**src/rtl/chained_block_directory_allocator_macros.svh**
```systemverilog
// Assertion helpers for the chained block directory allocator.
`ifndef CHAINED_BLOCK_DIRECTORY_ALLOCATOR_MACROS_SVH
`define CHAINED_BLOCK_DIRECTORY_ALLOCATOR_MACROS_SVH

// Implication checked at every clock edge outside reset.
`define CBDA_ASSERT_IMPL(label, ante, cons, msg) \
   label: assert property (@(posedge clock) disable iff (reset) (ante) |-> (cons)) \
      else $error(msg);

// Implication checked in the cycle after the antecedent.
`define CBDA_ASSERT_NEXT(label, ante, cons, msg) \
   label: assert property (@(posedge clock) disable iff (reset) (ante) |=> (cons)) \
      else $error(msg);

`endif

```
**src/rtl/cbda_pkg.sv**
```systemverilog
// ----------------------------------------------------------------------------
// Chained block directory allocator package
// Commands, status codes, entry state codes and field widths.
// ----------------------------------------------------------------------------
package cbda_pkg;

   localparam int DEF_ENTRIES = 15;

   localparam int REQ_DATA_W = 40;
   localparam int REQ_USER_W = 3;
   localparam int RSP_DATA_W = 40;
   localparam int RSP_USER_W = 3;

   typedef enum logic [2:0] {
      CMD_FORMAT   = 3'd0,
      CMD_WRITE    = 3'd1,
      CMD_READ     = 3'd2,
      CMD_ALLOCATE = 3'd3,
      CMD_DELETE   = 3'd4,
      CMD_UNDELETE = 3'd5,
      CMD_COUNT    = 3'd6,
      CMD_QUERY    = 3'd7
   } command_type;

   typedef enum logic [2:0] {
      ST_OK           = 3'd0,
      ST_EMPTY        = 3'd1,
      ST_NO_SPACE     = 3'd2,
      ST_NOT_DELETED  = 3'd3,
      ST_BAD_STATE    = 3'd4,
      ST_NOT_LISTED   = 3'd5,
      ST_BROKEN_CHAIN = 3'd6,
      ST_BAD_INDEX    = 3'd7
   } status_type;

   localparam logic [7:0] STATE_MASK  = 8'hF0;
   localparam logic [7:0] STATE_FREE  = 8'hA0;
   localparam logic [7:0] STATE_FIRST = 8'h51;
   localparam logic [7:0] STATE_MID   = 8'h52;
   localparam logic [7:0] STATE_FIN   = 8'h53;
   localparam logic [7:0] DEL_FIRST   = 8'hA1;
   localparam logic [7:0] DEL_MID     = 8'hA2;
   localparam logic [7:0] DEL_FIN     = 8'hA3;
   localparam logic [15:0] LINK_END   = 16'hFFFF;

   // Code by position in a chain: first wins over final.
   function automatic logic [7:0] pos_code(input logic [3:0] pos, input logic [3:0] cnt,
                                           input logic [7:0] first, input logic [7:0] mid,
                                           input logic [7:0] fin);
      logic [7:0] code;
      if (pos == 4'd0) code = first;
      else if (pos == cnt - 4'd1) code = fin;
      else code = mid;
      return code;
   endfunction

endpackage

```
**src/rtl/chained_block_directory_allocator.sv**
```systemverilog
// ----------------------------------------------------------------------------
// Chained block directory allocator
// Block directory with chain allocate, delete, undelete and query commands.
// ----------------------------------------------------------------------------
// Each command item is taken only while the sequencer is idle and then runs
// through one directory port, one entry per cycle while it is not waiting to
// hand over a result item: a format sweeps all ENTRIES entries, an allocate
// scans the directory once from the bottom and relinks the previous entry in
// an extra step for each block after the first, a delete or a query walks at
// most ENTRIES links, and an undelete walks its chain twice. A new result is
// loaded once the previous one is taken. The free count is kept as a running
// counter, so count free does not scan the directory.
`include "chained_block_directory_allocator_macros.svh"

module chained_block_directory_allocator #(
   parameter int ENTRIES = cbda_pkg::DEF_ENTRIES
) (
   input  logic                            clock,
   input  logic                            reset,
   input  logic                            req_tvalid,
   output logic                            req_tready,
   // tdata, low bit up: block[3:0], block_count[7:4], clear_entries[8],
   // file_deleted[9], show_deleted[10], entry_state_in[18:11],
   // entry_link_in[34:19], zero fill.
   input  logic [cbda_pkg::REQ_DATA_W-1:0] req_tdata,
   // tuser: command[2:0].
   input  logic [cbda_pkg::REQ_USER_W-1:0] req_tuser,
   output logic                            rsp_tvalid,
   input  logic                            rsp_tready,
   // tdata, low bit up: block_out[3:0], free_count[7:4], chain_length[11:8],
   // is_deleted[12], entry_state_out[20:13], entry_link_out[36:21], zero fill.
   output logic [cbda_pkg::RSP_DATA_W-1:0] rsp_tdata,
   // tuser: status[2:0].
   output logic [cbda_pkg::RSP_USER_W-1:0] rsp_tuser,
   output logic                            rsp_tlast
);
   import cbda_pkg::*;

   localparam int IDX_W = (ENTRIES > 1) ? $clog2(ENTRIES) : 1;
   localparam int LEN_W = $clog2(ENTRIES + 2);
   localparam logic [15:0] ENT16 = 16'(ENTRIES);

   typedef enum logic [3:0] {
      S_IDLE, S_FORMAT, S_ALLOC_SCAN, S_ALLOC_LINK, S_WALK_DEL,
      S_WALK_CHK, S_WALK_RST, S_QUERY, S_EMIT
   } seq_type;

   // Directory storage.
   logic [7:0]  dir_state [ENTRIES];
   logic [15:0] dir_link  [ENTRIES];

   seq_type          seq_ff;
   logic [3:0]       blk_ff, cnt_ff, step_ff;
   logic             clr_ff;
   logic [IDX_W-1:0] cur_ff, prev_ff, new_ff;
   logic             have_prev_ff;
   logic [LEN_W-1:0] len_ff;
   logic [3:0]       free_ff, fin_free_ff;
   logic             use_fin_ff;

   // Staged result item.
   logic [2:0]  res_status_ff;
   logic [3:0]  res_block_ff, res_len_ff;
   logic        res_del_ff, res_last_ff;
   logic [7:0]  res_st_ff;
   logic [15:0] res_lk_ff;

   // Result output register.
   logic        rsp_valid_ff;
   logic [2:0]  out_status_ff;
   logic [3:0]  out_block_ff, out_free_ff, out_len_ff;
   logic        out_del_ff, out_last_ff;
   logic [7:0]  out_st_ff;
   logic [15:0] out_lk_ff;

   // Input field unpacking.
   command_type req_cmd;
   logic [3:0]  req_blk, req_cnt;
   logic        req_clr, req_fdel, req_incl;
   logic [7:0]  req_sin;
   logic [15:0] req_lin;
   assign req_cmd  = command_type'(req_tuser[2:0]);
   assign req_blk  = req_tdata[3:0];
   assign req_cnt  = req_tdata[7:4];
   assign req_clr  = req_tdata[8];
   assign req_fdel = req_tdata[9];
   assign req_incl = req_tdata[10];
   assign req_sin  = req_tdata[18:11];
   assign req_lin  = req_tdata[34:19];

   logic             req_fire, req_blk_ok;
   logic [3:0]       req_blk_m1;
   logic [IDX_W-1:0] req_idx;
   assign req_tready = (seq_ff == S_IDLE);
   assign req_fire   = req_tvalid && req_tready;
   assign req_blk_ok = (req_blk != 4'd0) && ({12'd0, req_blk} <= ENT16);
   assign req_blk_m1 = req_blk - 4'd1;
   assign req_idx    = req_blk_m1[IDX_W-1:0];

   // Single directory port: one read address, one write.
   logic [IDX_W-1:0] rd_idx, wr_idx;
   logic [7:0]       rd_state, wr_state;
   logic [15:0]      rd_link, wr_link;
   logic             wr_state_en, wr_link_en;

   assign rd_idx = (seq_ff == S_IDLE) ? req_idx : cur_ff;

   always_comb begin
      rd_state = 8'd0;
      rd_link  = 16'd0;
      if ({{(32-IDX_W){1'b0}}, rd_idx} < ENTRIES) begin
         rd_state = dir_state[rd_idx];
         rd_link  = dir_link[rd_idx];
      end
   end

   logic        rd_free, link_ok, more;
   logic [3:0]  step_nx;
   logic [IDX_W-1:0] link_idx;
   assign rd_free  = (rd_state & STATE_MASK) == STATE_FREE;
   assign link_ok  = rd_link < ENT16;
   assign link_idx = rd_link[IDX_W-1:0];
   assign step_nx  = step_ff + 4'd1;
   assign more     = (step_nx < cnt_ff) && link_ok;

   // Write port control per sequencer step.
   always_comb begin
      wr_idx      = rd_idx;
      wr_state    = rd_state;
      wr_link     = rd_link;
      wr_state_en = 1'b0;
      wr_link_en  = 1'b0;
      case (seq_ff)
         S_IDLE: begin
            if (req_fire && req_cmd == CMD_WRITE && req_blk_ok) begin
               wr_state    = req_sin;
               wr_link     = req_lin;
               wr_state_en = 1'b1;
               wr_link_en  = 1'b1;
            end
         end
         S_FORMAT: begin
            wr_state    = STATE_FREE;
            wr_link     = LINK_END;
            wr_state_en = 1'b1;
            wr_link_en  = 1'b1;
         end
         S_ALLOC_SCAN: begin
            if (rd_free) begin
               wr_state    = pos_code(step_ff, cnt_ff, STATE_FIRST, STATE_MID, STATE_FIN);
               wr_link     = LINK_END;
               wr_state_en = 1'b1;
               wr_link_en  = 1'b1;
            end
         end
         S_ALLOC_LINK: begin
            wr_idx     = prev_ff;
            wr_link    = 16'(new_ff);
            wr_link_en = 1'b1;
         end
         S_WALK_DEL: begin
            wr_state    = clr_ff ? STATE_FREE
                                 : pos_code(step_ff, cnt_ff, DEL_FIRST, DEL_MID, DEL_FIN);
            wr_link     = LINK_END;
            wr_state_en = 1'b1;
            wr_link_en  = 1'b1;
         end
         S_WALK_RST: begin
            wr_state    = pos_code(step_ff, cnt_ff, STATE_FIRST, STATE_MID, STATE_FIN);
            wr_state_en = 1'b1;
         end
         default: begin
         end
      endcase
   end

   // Directory write; reset leaves every entry free with an ended link.
   always_ff @(posedge clock) begin
      if (reset) begin
         for (int i = 0; i < ENTRIES; i++) begin
            dir_state[i] <= STATE_FREE;
            dir_link[i]  <= LINK_END;
         end
      end else begin
         if (wr_state_en) dir_state[wr_idx] <= wr_state;
         if (wr_link_en)  dir_link[wr_idx]  <= wr_link;
      end
   end

   // Running free count: each state write replaces the value read at its address.
   logic new_free;
   logic [3:0] free_in;
   assign new_free = (wr_state & STATE_MASK) == STATE_FREE;
   always_comb begin
      free_in = free_ff;
      if (wr_state_en) free_in = free_ff + {3'd0, new_free} - {3'd0, rd_free};
   end

   logic emit_load;
   assign emit_load = (seq_ff == S_EMIT) && (!rsp_valid_ff || rsp_tready);

   // Sequencer and result registers.
   always_ff @(posedge clock) begin
      if (reset) begin
         seq_ff       <= S_IDLE;
         free_ff      <= 4'(ENTRIES);
         rsp_valid_ff <= 1'b0;
      end else begin
         free_ff <= free_in;
         if (rsp_tready && !emit_load) rsp_valid_ff <= 1'b0;
         case (seq_ff)
            S_IDLE: begin
               if (req_fire) begin
                  blk_ff        <= req_blk;
                  cnt_ff        <= req_cnt;
                  clr_ff        <= req_clr;
                  step_ff       <= 4'd0;
                  cur_ff        <= req_idx;
                  have_prev_ff  <= 1'b0;
                  use_fin_ff    <= 1'b0;
                  res_status_ff <= ST_OK;
                  res_block_ff  <= 4'd0;
                  res_len_ff    <= 4'd0;
                  res_del_ff    <= 1'b0;
                  res_st_ff     <= 8'd0;
                  res_lk_ff     <= 16'd0;
                  res_last_ff   <= 1'b1;
                  seq_ff        <= S_EMIT;
                  case (req_cmd)
                     CMD_FORMAT: begin
                        cur_ff <= '0;
                        seq_ff <= S_FORMAT;
                     end
                     CMD_WRITE: begin
                        if (!req_blk_ok) res_status_ff <= ST_BAD_INDEX;
                     end
                     CMD_READ: begin
                        if (!req_blk_ok) res_status_ff <= ST_BAD_INDEX;
                        else begin
                           res_st_ff <= rd_state;
                           res_lk_ff <= rd_link;
                        end
                     end
                     CMD_ALLOCATE: begin
                        if (req_cnt == 4'd0) res_status_ff <= ST_EMPTY;
                        else if (free_ff < req_cnt) res_status_ff <= ST_NO_SPACE;
                        else begin
                           fin_free_ff <= free_ff - req_cnt;
                           use_fin_ff  <= 1'b1;
                           cur_ff      <= '0;
                           seq_ff      <= S_ALLOC_SCAN;
                        end
                     end
                     CMD_DELETE: begin
                        if (!req_blk_ok) res_status_ff <= ST_BAD_INDEX;
                        else if (req_cnt != 4'd0) seq_ff <= S_WALK_DEL;
                     end
                     CMD_UNDELETE: begin
                        if (!req_fdel) res_status_ff <= ST_NOT_DELETED;
                        else if (!req_blk_ok) res_status_ff <= ST_BAD_INDEX;
                        else if (req_cnt != 4'd0) seq_ff <= S_WALK_CHK;
                     end
                     CMD_COUNT: begin
                     end
                     default: begin
                        if (!req_blk_ok) res_status_ff <= ST_BAD_INDEX;
                        else if (!(rd_state == STATE_FIRST ||
                                   (req_incl && (rd_state == DEL_FIRST ||
                                    rd_state == DEL_MID || rd_state == DEL_FIN))))
                           res_status_ff <= ST_NOT_LISTED;
                        else begin
                           res_del_ff <= rd_state != STATE_FIRST;
                           len_ff     <= LEN_W'(1);
                           seq_ff     <= S_QUERY;
                        end
                     end
                  endcase
               end
            end
            S_FORMAT: begin
               cur_ff <= cur_ff + 1'b1;
               if ({{(32-IDX_W){1'b0}}, cur_ff} == ENTRIES - 1) seq_ff <= S_EMIT;
            end
            S_ALLOC_SCAN: begin
               cur_ff <= cur_ff + 1'b1;
               if (rd_free) begin
                  new_ff       <= cur_ff;
                  res_block_ff <= 4'(cur_ff) + 4'd1;
                  res_last_ff  <= step_ff == cnt_ff - 4'd1;
                  if (have_prev_ff) seq_ff <= S_ALLOC_LINK;
                  else begin
                     prev_ff      <= cur_ff;
                     have_prev_ff <= 1'b1;
                     seq_ff       <= S_EMIT;
                  end
               end
            end
            S_ALLOC_LINK: begin
               prev_ff <= new_ff;
               seq_ff  <= S_EMIT;
            end
            S_WALK_DEL: begin
               step_ff <= step_nx;
               cur_ff  <= link_idx;
               if (!more) seq_ff <= S_EMIT;
            end
            S_WALK_CHK: begin
               if (rd_state != pos_code(step_ff, cnt_ff, DEL_FIRST, DEL_MID, DEL_FIN)) begin
                  res_status_ff <= ST_BAD_STATE;
                  seq_ff        <= S_EMIT;
               end else if (!more) begin
                  step_ff <= 4'd0;
                  cur_ff  <= IDX_W'(blk_ff - 4'd1);
                  seq_ff  <= S_WALK_RST;
               end else begin
                  step_ff <= step_nx;
                  cur_ff  <= link_idx;
               end
            end
            S_WALK_RST: begin
               step_ff <= step_nx;
               cur_ff  <= link_idx;
               if (!more) seq_ff <= S_EMIT;
            end
            S_QUERY: begin
               if (link_ok && len_ff < LEN_W'(ENTRIES + 1)) begin
                  len_ff <= len_ff + 1'b1;
                  cur_ff <= link_idx;
               end else if (len_ff == LEN_W'(ENTRIES + 1)) begin
                  res_status_ff <= ST_BROKEN_CHAIN;
                  res_del_ff    <= 1'b0;
                  seq_ff        <= S_EMIT;
               end else begin
                  res_len_ff <= 4'(len_ff);
                  seq_ff     <= S_EMIT;
               end
            end
            S_EMIT: begin
               if (emit_load) begin
                  rsp_valid_ff  <= 1'b1;
                  out_status_ff <= res_status_ff;
                  out_block_ff  <= res_block_ff;
                  out_free_ff   <= use_fin_ff ? fin_free_ff : free_ff;
                  out_len_ff    <= res_len_ff;
                  out_del_ff    <= res_del_ff;
                  out_st_ff     <= res_st_ff;
                  out_lk_ff     <= res_lk_ff;
                  out_last_ff   <= res_last_ff;
                  if (res_last_ff) seq_ff <= S_IDLE;
                  else begin
                     step_ff <= step_nx;
                     seq_ff  <= S_ALLOC_SCAN;
                  end
               end
            end
            default: seq_ff <= S_IDLE;
         endcase
      end
   end

   // Output packing.
   assign rsp_tvalid = rsp_valid_ff;
   assign rsp_tuser  = out_status_ff;
   assign rsp_tlast  = out_last_ff;
   assign rsp_tdata  = {3'd0, out_lk_ff, out_st_ff, out_del_ff, out_len_ff,
                        out_free_ff, out_block_ff};

   // Checks on the sequencer and the free counter.
   `CBDA_ASSERT_IMPL(a_free_range, 1'b1, {28'd0, free_ff} <= ENTRIES, "free count exceeds depth")
   `CBDA_ASSERT_NEXT(a_busy_after_accept, req_fire, !req_tready, "ready right after accept")
   `CBDA_ASSERT_IMPL(a_load_slot, emit_load, !rsp_valid_ff || rsp_tready, "result overwritten")
   `CBDA_ASSERT_IMPL(a_alloc_link_prev, seq_ff == S_ALLOC_LINK, have_prev_ff, "relink without prev")

endmodule

```
**config.mk**
```make
export PLATFORM = sky130hd
export DESIGN_NAME = chained_block_directory_allocator
export DESIGN_NICKNAME = d
export VERILOG_FILES = /design/src/rtl/cbda_pkg.sv /design/src/rtl/chained_block_directory_allocator.sv
export VERILOG_INCLUDE_DIRS = /design/src /design/src/rtl
export SDC_FILE = /design/constraint.sdc
export NUM_CORES = 1
export LEC_CHECK = 0
export ABC_CLOCK_PERIOD_IN_PS = 15450
export BUFFER_PORTS_ARGS = -buffer_cell sky130_fd_sc_hd__buf_2
export CAP_MARGIN = 5
export CELL_PAD_IN_SITES_DETAIL_PLACEMENT = 2
export CELL_PAD_IN_SITES_GLOBAL_PLACEMENT = 2
export CORE_MARGIN = 2
export CORE_UTILIZATION = 35
export DETAILED_ROUTE_END_ITERATION = 7
export PLACE_DENSITY_LB_ADDON = 0.1
export SLEW_MARGIN = 5
export SYNTH_ARGS = -nofsm -noshare
export SYNTH_HDL_FRONTEND = slang
export SYNTH_SLANG_ARGS = --single-unit
```
**constraint.sdc**
```tcl
create_clock -name clock -period 15.45 [get_ports clock]
set_input_delay 1.545 -clock clock [delete_from_list [all_inputs] [get_ports clock]]
set_output_delay 1.545 -clock clock [all_outputs]
set_load 0.05 [all_outputs]
```
Yosys cells after proc, flatten, opt, wreduce, memory -nomap -nowiden --
Memory sizes are Yosys's and may differ from the RTL's. Index checks and enable logic that the tools add are counted.
Word-level totals: bits of input ports 47, RAM bits 360, memories kept 2, output and inout port bits 46, bits in registers 123
Memory list:
- dir_link | depth 15, bits a word 16, read ports 1, clocked after Yosys merged registers in 0, write ports 15, RTL line chained_block_directory_allocator.sv:50 | logic [15:0] dir_link [ENTRIES];
- dir_state | depth 15, bits a word 8, read ports 1, clocked after Yosys merged registers in 0, write ports 15, RTL line chained_block_directory_allocator.sv:49 | logic [7:0] dir_state [ENTRIES];
Operators by class: bitwise operators 4, reduce and logical (&&, ||, !) cells 52, $add $sub $neg 9, equal/unequal tests 42, magnitude comparators 5, multiplexer cells 114
Operators by type and width (count):
- 2-to-1 mux 4 bit | 39
- 2-to-1 mux 16 bit | 4
- one-hot mux 16 bit (4 select lines) | 1
- 2-to-1 mux 8 bit | 7
- one-hot mux 4 bit (5 select lines) | 2
- one-hot mux 8 bit (5 select lines) | 1
- one-hot mux 4 bit (2 select lines) | 4
- one-hot mux 4 bit (8 select lines) | 1
- 2-to-1 mux 1 bit | 28
- inequality test 2 bit, second input constant | 13
- 2-to-1 mux 5 bit | 5
- equality test 8 bit, second input constant | 3
- 2-to-1 mux 3 bit | 8
- AND reduction 6 bit | 3
- equality test 4 x 3 -> 1 bit, second input constant | 4
- equality test 4 bit, second input constant | 4
- less-than comparator 16 x 4 -> 1 bit, second input constant | 1
- one-hot mux 4 bit (4 select lines) | 1
- OR reduction 16 bit | 1
- AND reduction 5 bit | 3
- AND reduction 7 bit | 2
- zero test 4 bit | 3
- one-hot mux 3 bit (4 select lines) | 1
- nonzero test 4 bit | 3
- other kinds (41) | 84

Depth between registers and ports, before layout --
depth in word-level cells 14, mapped depth 25

Worst setup path before layout --
OpenSTA, ideal clock, no wires.
path kind input port to flip-flop, start point input port req_tdata[0] (netlist name), end point register free_ff[3], stages 24, buffers on the path 2, setup time 127 ps, setup slack 9159 ps, arrival time 6164 ps, required time 15323 ps, cell sequence buf_2 -> inv_1 -> ha_1 -> xor2_1 -> mux2_2 -> mux2_2 -> a221o_1 -> a32oi_1 -> a2111oi_4 -> nand2_2 -> inv_1 -> o21ai_0 -> nand2_1 -> o22ai_1 -> buf_2 -> nand4_1 -> ha_1 -> inv_1 -> ha_1 -> a21o_1 -> a21oi_1 -> xnor2_1 -> o21ai_0 -> or3b_1
On the way: word-level cells in the longest chain between the ends 10, elaborated cells between the ends (all ways) 17, classes of those cells add/sub (3); order compare (1); eq/ne (2); mux (8); reduce/logical (2); memory (1)
RTL lines:
- from (decl) | RTL line chained_block_directory_allocator.sv:25 | input logic [cbda_pkg::REQ_DATA_W-1:0] req_tdata,
- subtractor 4 x 1 -> 4 bit | RTL line chained_block_directory_allocator.sv:97 | assign req_blk_m1 = req_blk - 4'd1;
- 2-to-1 mux 4 bit | RTL line chained_block_directory_allocator.sv:106 | assign rd_idx = (seq_ff == S_IDLE) ? req_idx : cur_ff;
- memory read (15 x 8 bit) or less-than comparator 4 bit (tied branches)
- 2-to-1 mux 8 bit | RTL line chained_block_directory_allocator.sv:111 | if ({{(32-IDX_W){1'b0}}, rd_idx} < ENTRIES) begin
- equality test 4 bit | RTL line chained_block_directory_allocator.sv:120 | assign rd_free = (rd_state & STATE_MASK) == STATE_FREE;
- 2-to-1 mux 8 bit | RTL line chained_block_directory_allocator.sv:149 | if (rd_free) begin
- one-hot mux 8 bit (5 select lines) | RTL line chained_block_directory_allocator.sv:133 | case (seq_ff)
- equality test 4 bit | RTL line chained_block_directory_allocator.sv:193 | assign new_free = (wr_state & STATE_MASK) == STATE_FREE;
- adder 4 x 1 -> 4 bit | RTL line chained_block_directory_allocator.sv:196 | if (wr_state_en) free_in = free_ff + {3'd0, new_free} - {3'd0, rd_free};
- subtractor 4 x 1 -> 4 bit | RTL line chained_block_directory_allocator.sv:196
- to (signal assigned) | RTL line chained_block_directory_allocator.sv:206 | free_ff <= 4'(ENTRIES);
- to (signal assigned) | RTL line chained_block_directory_allocator.sv:209 | free_ff <= free_in;
- to (decl) | RTL line chained_block_directory_allocator.sv:58 | logic [3:0] free_ff, fin_free_ff;
Several ways; a longest one is shown, not always the timed one. A chain may end at the register's enable or synchronous reset.

Worst setup path in the final report --
start point register seq_ff[0], end point register free_ff[3]
On the way: word-level cells in the longest chain between the ends 10, elaborated cells between the ends (all ways) 23, classes of those cells add/sub (2); order compare (1); eq/ne (6); mux (8); reduce/logical (5); memory (1)
RTL lines:
- from (decl) | RTL line chained_block_directory_allocator.sv:52 | seq_type seq_ff;
- from (signal assigned) | RTL line chained_block_directory_allocator.sv:205 | seq_ff <= S_IDLE;
- from (signal assigned) | RTL line chained_block_directory_allocator.sv:228 | seq_ff <= S_EMIT;
- from (signal assigned) | RTL line chained_block_directory_allocator.sv:232 | seq_ff <= S_FORMAT;
- zero test 4 bit | RTL line chained_block_directory_allocator.sv:94, chained_block_directory_allocator.sv:106, chained_block_directory_allocator.sv:133
- 2-to-1 mux 4 bit | RTL line chained_block_directory_allocator.sv:106
- memory read (15 x 8 bit) or less-than comparator 4 bit (tied branches)
- 2-to-1 mux 8 bit | RTL line chained_block_directory_allocator.sv:111
- equality test 4 bit | RTL line chained_block_directory_allocator.sv:120
- 2-to-1 mux 8 bit | RTL line chained_block_directory_allocator.sv:149
- one-hot mux 8 bit (5 select lines) (*) | RTL line chained_block_directory_allocator.sv:133
- via wr_state[7] | RTL line chained_block_directory_allocator.sv:102 | logic [7:0] rd_state, wr_state;
- equality test 4 bit (*) | RTL line chained_block_directory_allocator.sv:193
- adder 4 x 1 -> 4 bit (*) | RTL line chained_block_directory_allocator.sv:196
- subtractor 4 x 1 -> 4 bit (*) | RTL line chained_block_directory_allocator.sv:196
The timed path passes the listed nets; every way through them passes the cells marked *.

==> key figures <==
Run status
  • Status: completed

Floorplanning
  • Die height: around 260 µm
  • Full die area: slightly below 0.07 mm²
  • # IOs: a little over 90
  • Core area: ~0.066 mm²
  • Row count: 94
  • Initial core utilization: 35.18%
  • Die X: roughly 260 µm

Placement
  • Final Wtd Congestion: between 0.8 and 0.9
  • Setup WS pre-CTS: roughly 6.9 ns
  • # port buffers: 84
  • Placed wire-length estimate: ~54000 µm

GRT
  • Initial antenna violation count: 0
  • Largest net degree at the start of global routing: ~50
  • Vias in the first global route: approximately 18000
  • Global-route total usage across every layer: 24.03%
  • Remaining Overflow, GRT: 0
  • First-pass GRT wire length: ~120000 µm

Finish
  • # diodes: 0
  • Commonest non-fill, non-tap cell in the layout: edfxtp_1
  • Commonest non-fill, non-tap cells in the layout: edfxtp_1 (477), nand2_1 (467), nor2_1 (146), buf_2 (84)
  • Share of cells above drive strength 1: between 10% and 20%
  • Final Core Density: 40.08%
  • P&R area growth vs syn: 13.91%
  • Nets: ~2100

Power
  • LEAKAGE: about 8.4 nW
  • Gate power share: 38.2%
  • Clk pwr share: between 20 and 30%
  • VDD IR-drop max: approximately 0.086 mV
  • Sequential power share: 33.5%
  • Sw power: approximately 1.9 mW
  • PwrDens: 178.4 mW/mm²
  • Sw frac: 41.12%
  • Tot Pwr: between 4 and 5 mW
  • Internal Power: ~2.8 mW

Logic synthesis
  • Mapped cell area: 0.02305 mm²
  • Synth Flop Type: edfxtp_1
  • Number of flops mapped to enable cells by yosys: roughly 480
  • FF+latch count, synth: approximately 490
  • Synth warn: 0
  • Syn avg cell area: 11.60 µm²
  • Ys async rst share: 0%
  • Synth Instances: 1987
  • Sequential fraction of the synthesis area: between 60% and 70%
  • Synth unique cells: between 80 and 90

Drt
  • Met3 wire length: 2899 µm
  • Drt via density: around 5.6
  • Number of DRC markers in iteration 0: 1200
  • Routed wl met2: just under 40000 µm
  • Drt first pass iters: 5
  • Routed len/inst: 27.43 µm
  • Top routing layer used: met4
  • Routed metal-1 wire length: between 30000 and 40000 µm
  • Drt drc: 0
  • Via Count: 16450
  • Post-Route WL: 81220 µm
  • ANT nets after route: 0

Clock network
  • CTS Hold Bufs: 0
  • Clock latency on the worst-skew pair: about 0.64 ns
  • H-tree depth: 2
  • CTS Buf Count: 57
  • Clock slew seen by the registers of the worst setup and hold paths: roughly 0.060 ns
  • # clock sinks: just under 500
  • CTS tree: yes
  • Clk Tree Root Cell: clkbuf_16
  • Bufs on Longest Clock Path: 3
  • Post-CTS setup buffers: 0
  • Post-CTS sizing: 0

Timing
  • Final worst-path setup slack: 6.872 ns
  • Final setup TNS: 0 ns
  • Fin crit period: approximately 8.6 ns
  • Worst-Margin Slew: roughly 1.1 ns
  • Relative slew slack: roughly a quarter
  • Final hold violations: 0
  • Final Max Slew Viols: 0
  • Final Skew: 0.02271 ns
  • Fmax: 116.6 MHz
  • Endpoints failing setup: 0
  • RSZ-0062 raised after global routing: no
  • Final period utilization: between 50% and 60%

Worst setup path
  • Worst Path Arrival: 9.08 ns
  • Crit-path max FO: 50
  • Kind of critical path: reg -> reg
  • Worst Path Required: 15.95 ns
  • Critical Path Sink Type: flip-flop
  • CP Launch Type: flip-flop

Hold path
  • Hold/Removal Path Class: reg -> reg

Run
  • Max cap viols: 0
[through the flow]
stage / instance area [µm²] / cells / hold slack [ns]
after floorplan: 23060 / 1989 / 0.4003
after global placement: 24460 / 2857 / 0.4022
after detailed placement: 24460 / 2857 / 0.4057
after CTS: 26250 / 2961 / 0.4192
after global routing: 26260 / 2961 / 0.4241
final: 26260 / 2961 / 0.4192
[path summary, 6_finish.rpt]
check                                  start            to  slack, ns  depth (start not counted)
worst max-delay path               seq_ff[0]    free_ff[3]       6.87                         21
worst min-delay path            res_lk_ff[7]  out_lk_ff[7]       0.42                          0
worst max register to register     seq_ff[0]    free_ff[3]       6.87                         21
worst min register to register  res_lk_ff[7]  out_lk_ff[7]       0.42                          0
[routing by layer]
layer	GRT usage (%)	vias up
li1	-	7319
met1	33.18	8683
met2	40.39	336
met3	2.729	112
met4	6.016	0
met5	0	-
[power by group through the flow]
stage	Combinational [mW]	Sequential [mW]	Clock, mW
3_5_place_dp	1.77	1.59	0
5_1_grt	1.91	1.57	1.40
4_1_cts	1.78	1.57	1.36
6_report	1.79	1.57	1.33
2_1_floorplan	1.02	1.61	0
3_3_place_gp	1.74	1.59	0
[cell type report]
| type | instances | area (µm²) |
|---|---|---|
| inverters | 44 | 165.2 |
| repair buffers | 148 | 900.9 |
| flip-flops and latches | 486 | 14500 |
| well taps | 864 | 1081 |
| clock buffers | 76 | 1498 |
| clock inverters | 28 | 297.8 |
| fillers | 6706 | 39260 |
| multi-input cells | 1315 | 7809 |
[critical path, cell delays in order, from the launching register on]
cell	delay [ns]
dfxtp_1	0.52
or4_4	0.75
inv_2	0.59
mux2i_4	0.32
buf_4	0.66
buf_4	0.80
nor2_1	0.28
a2111oi_0	1.03
a311o_1	0.36
nand2_2	0.18
a21oi_1	0.42
o21a_1	0.73
inv_1	0.09
nand4_1	0.14
ha_1	0.19
inv_1	0.06
ha_1	0.27
a21o_1	0.19
a21oi_1	0.20
xnor2_1	0.11
o21ai_0	0.15
or3b_1	0.35
[synth_stat cells (14+ instances only)]
library cell / n / area [µm²]
and2_1: 30 / 187.7
nor2b_1: 18 / 112.6
mux2i_1: 76 / 760.7
nand2b_1: 25 / 156.4
clkbuf_1: 65 / 244.0
o21ai_0: 60 / 300.3
mux4_2: 17 / 382.9
nor2_1: 148 / 555.5
a21oi_1: 71 / 355.3
buf_2: 53 / 265.3
or2_2: 19 / 118.9
nor3_1: 18 / 90.09
o21ai_1: 15 / 75.07
a31oi_1: 18 / 112.6
a221oi_1: 16 / 140.1
o22ai_1: 14 / 87.58
edfxtp_1: 477 / 14320
nand3_1: 57 / 285.3
inv_1: 41 / 153.9
a221o_1: 20 / 200.2
ha_1: 21 / 262.8
nand2_1: 467 / 1753
buf_4: 17 / 127.6
[cells by family after synthesis]
group                      Yosys count  share of synthesized area [%]
DFF                                486                          62.93
buffers and inverters              188                          3.724
other                                1                        0.01627
xor gates and xnor gates            23                         0.8740
AOI/OAI and AO/OA                  318                          9.467
and+or+nand+nor                    845                          16.23
muxes                              103                          5.450
adders and majority gates           23                          1.314
[sequential cells by signal, indices dropped and copies added, names as in the netlist, 5 cells and up]
signal,flops
out_st_ff,8
len_ff,5
out_lk_ff,16
res_st_ff,8
dir_link,242
res_lk_ff,16
dir_state,121
No activity file was read; power rests on OpenSTA's default activity.
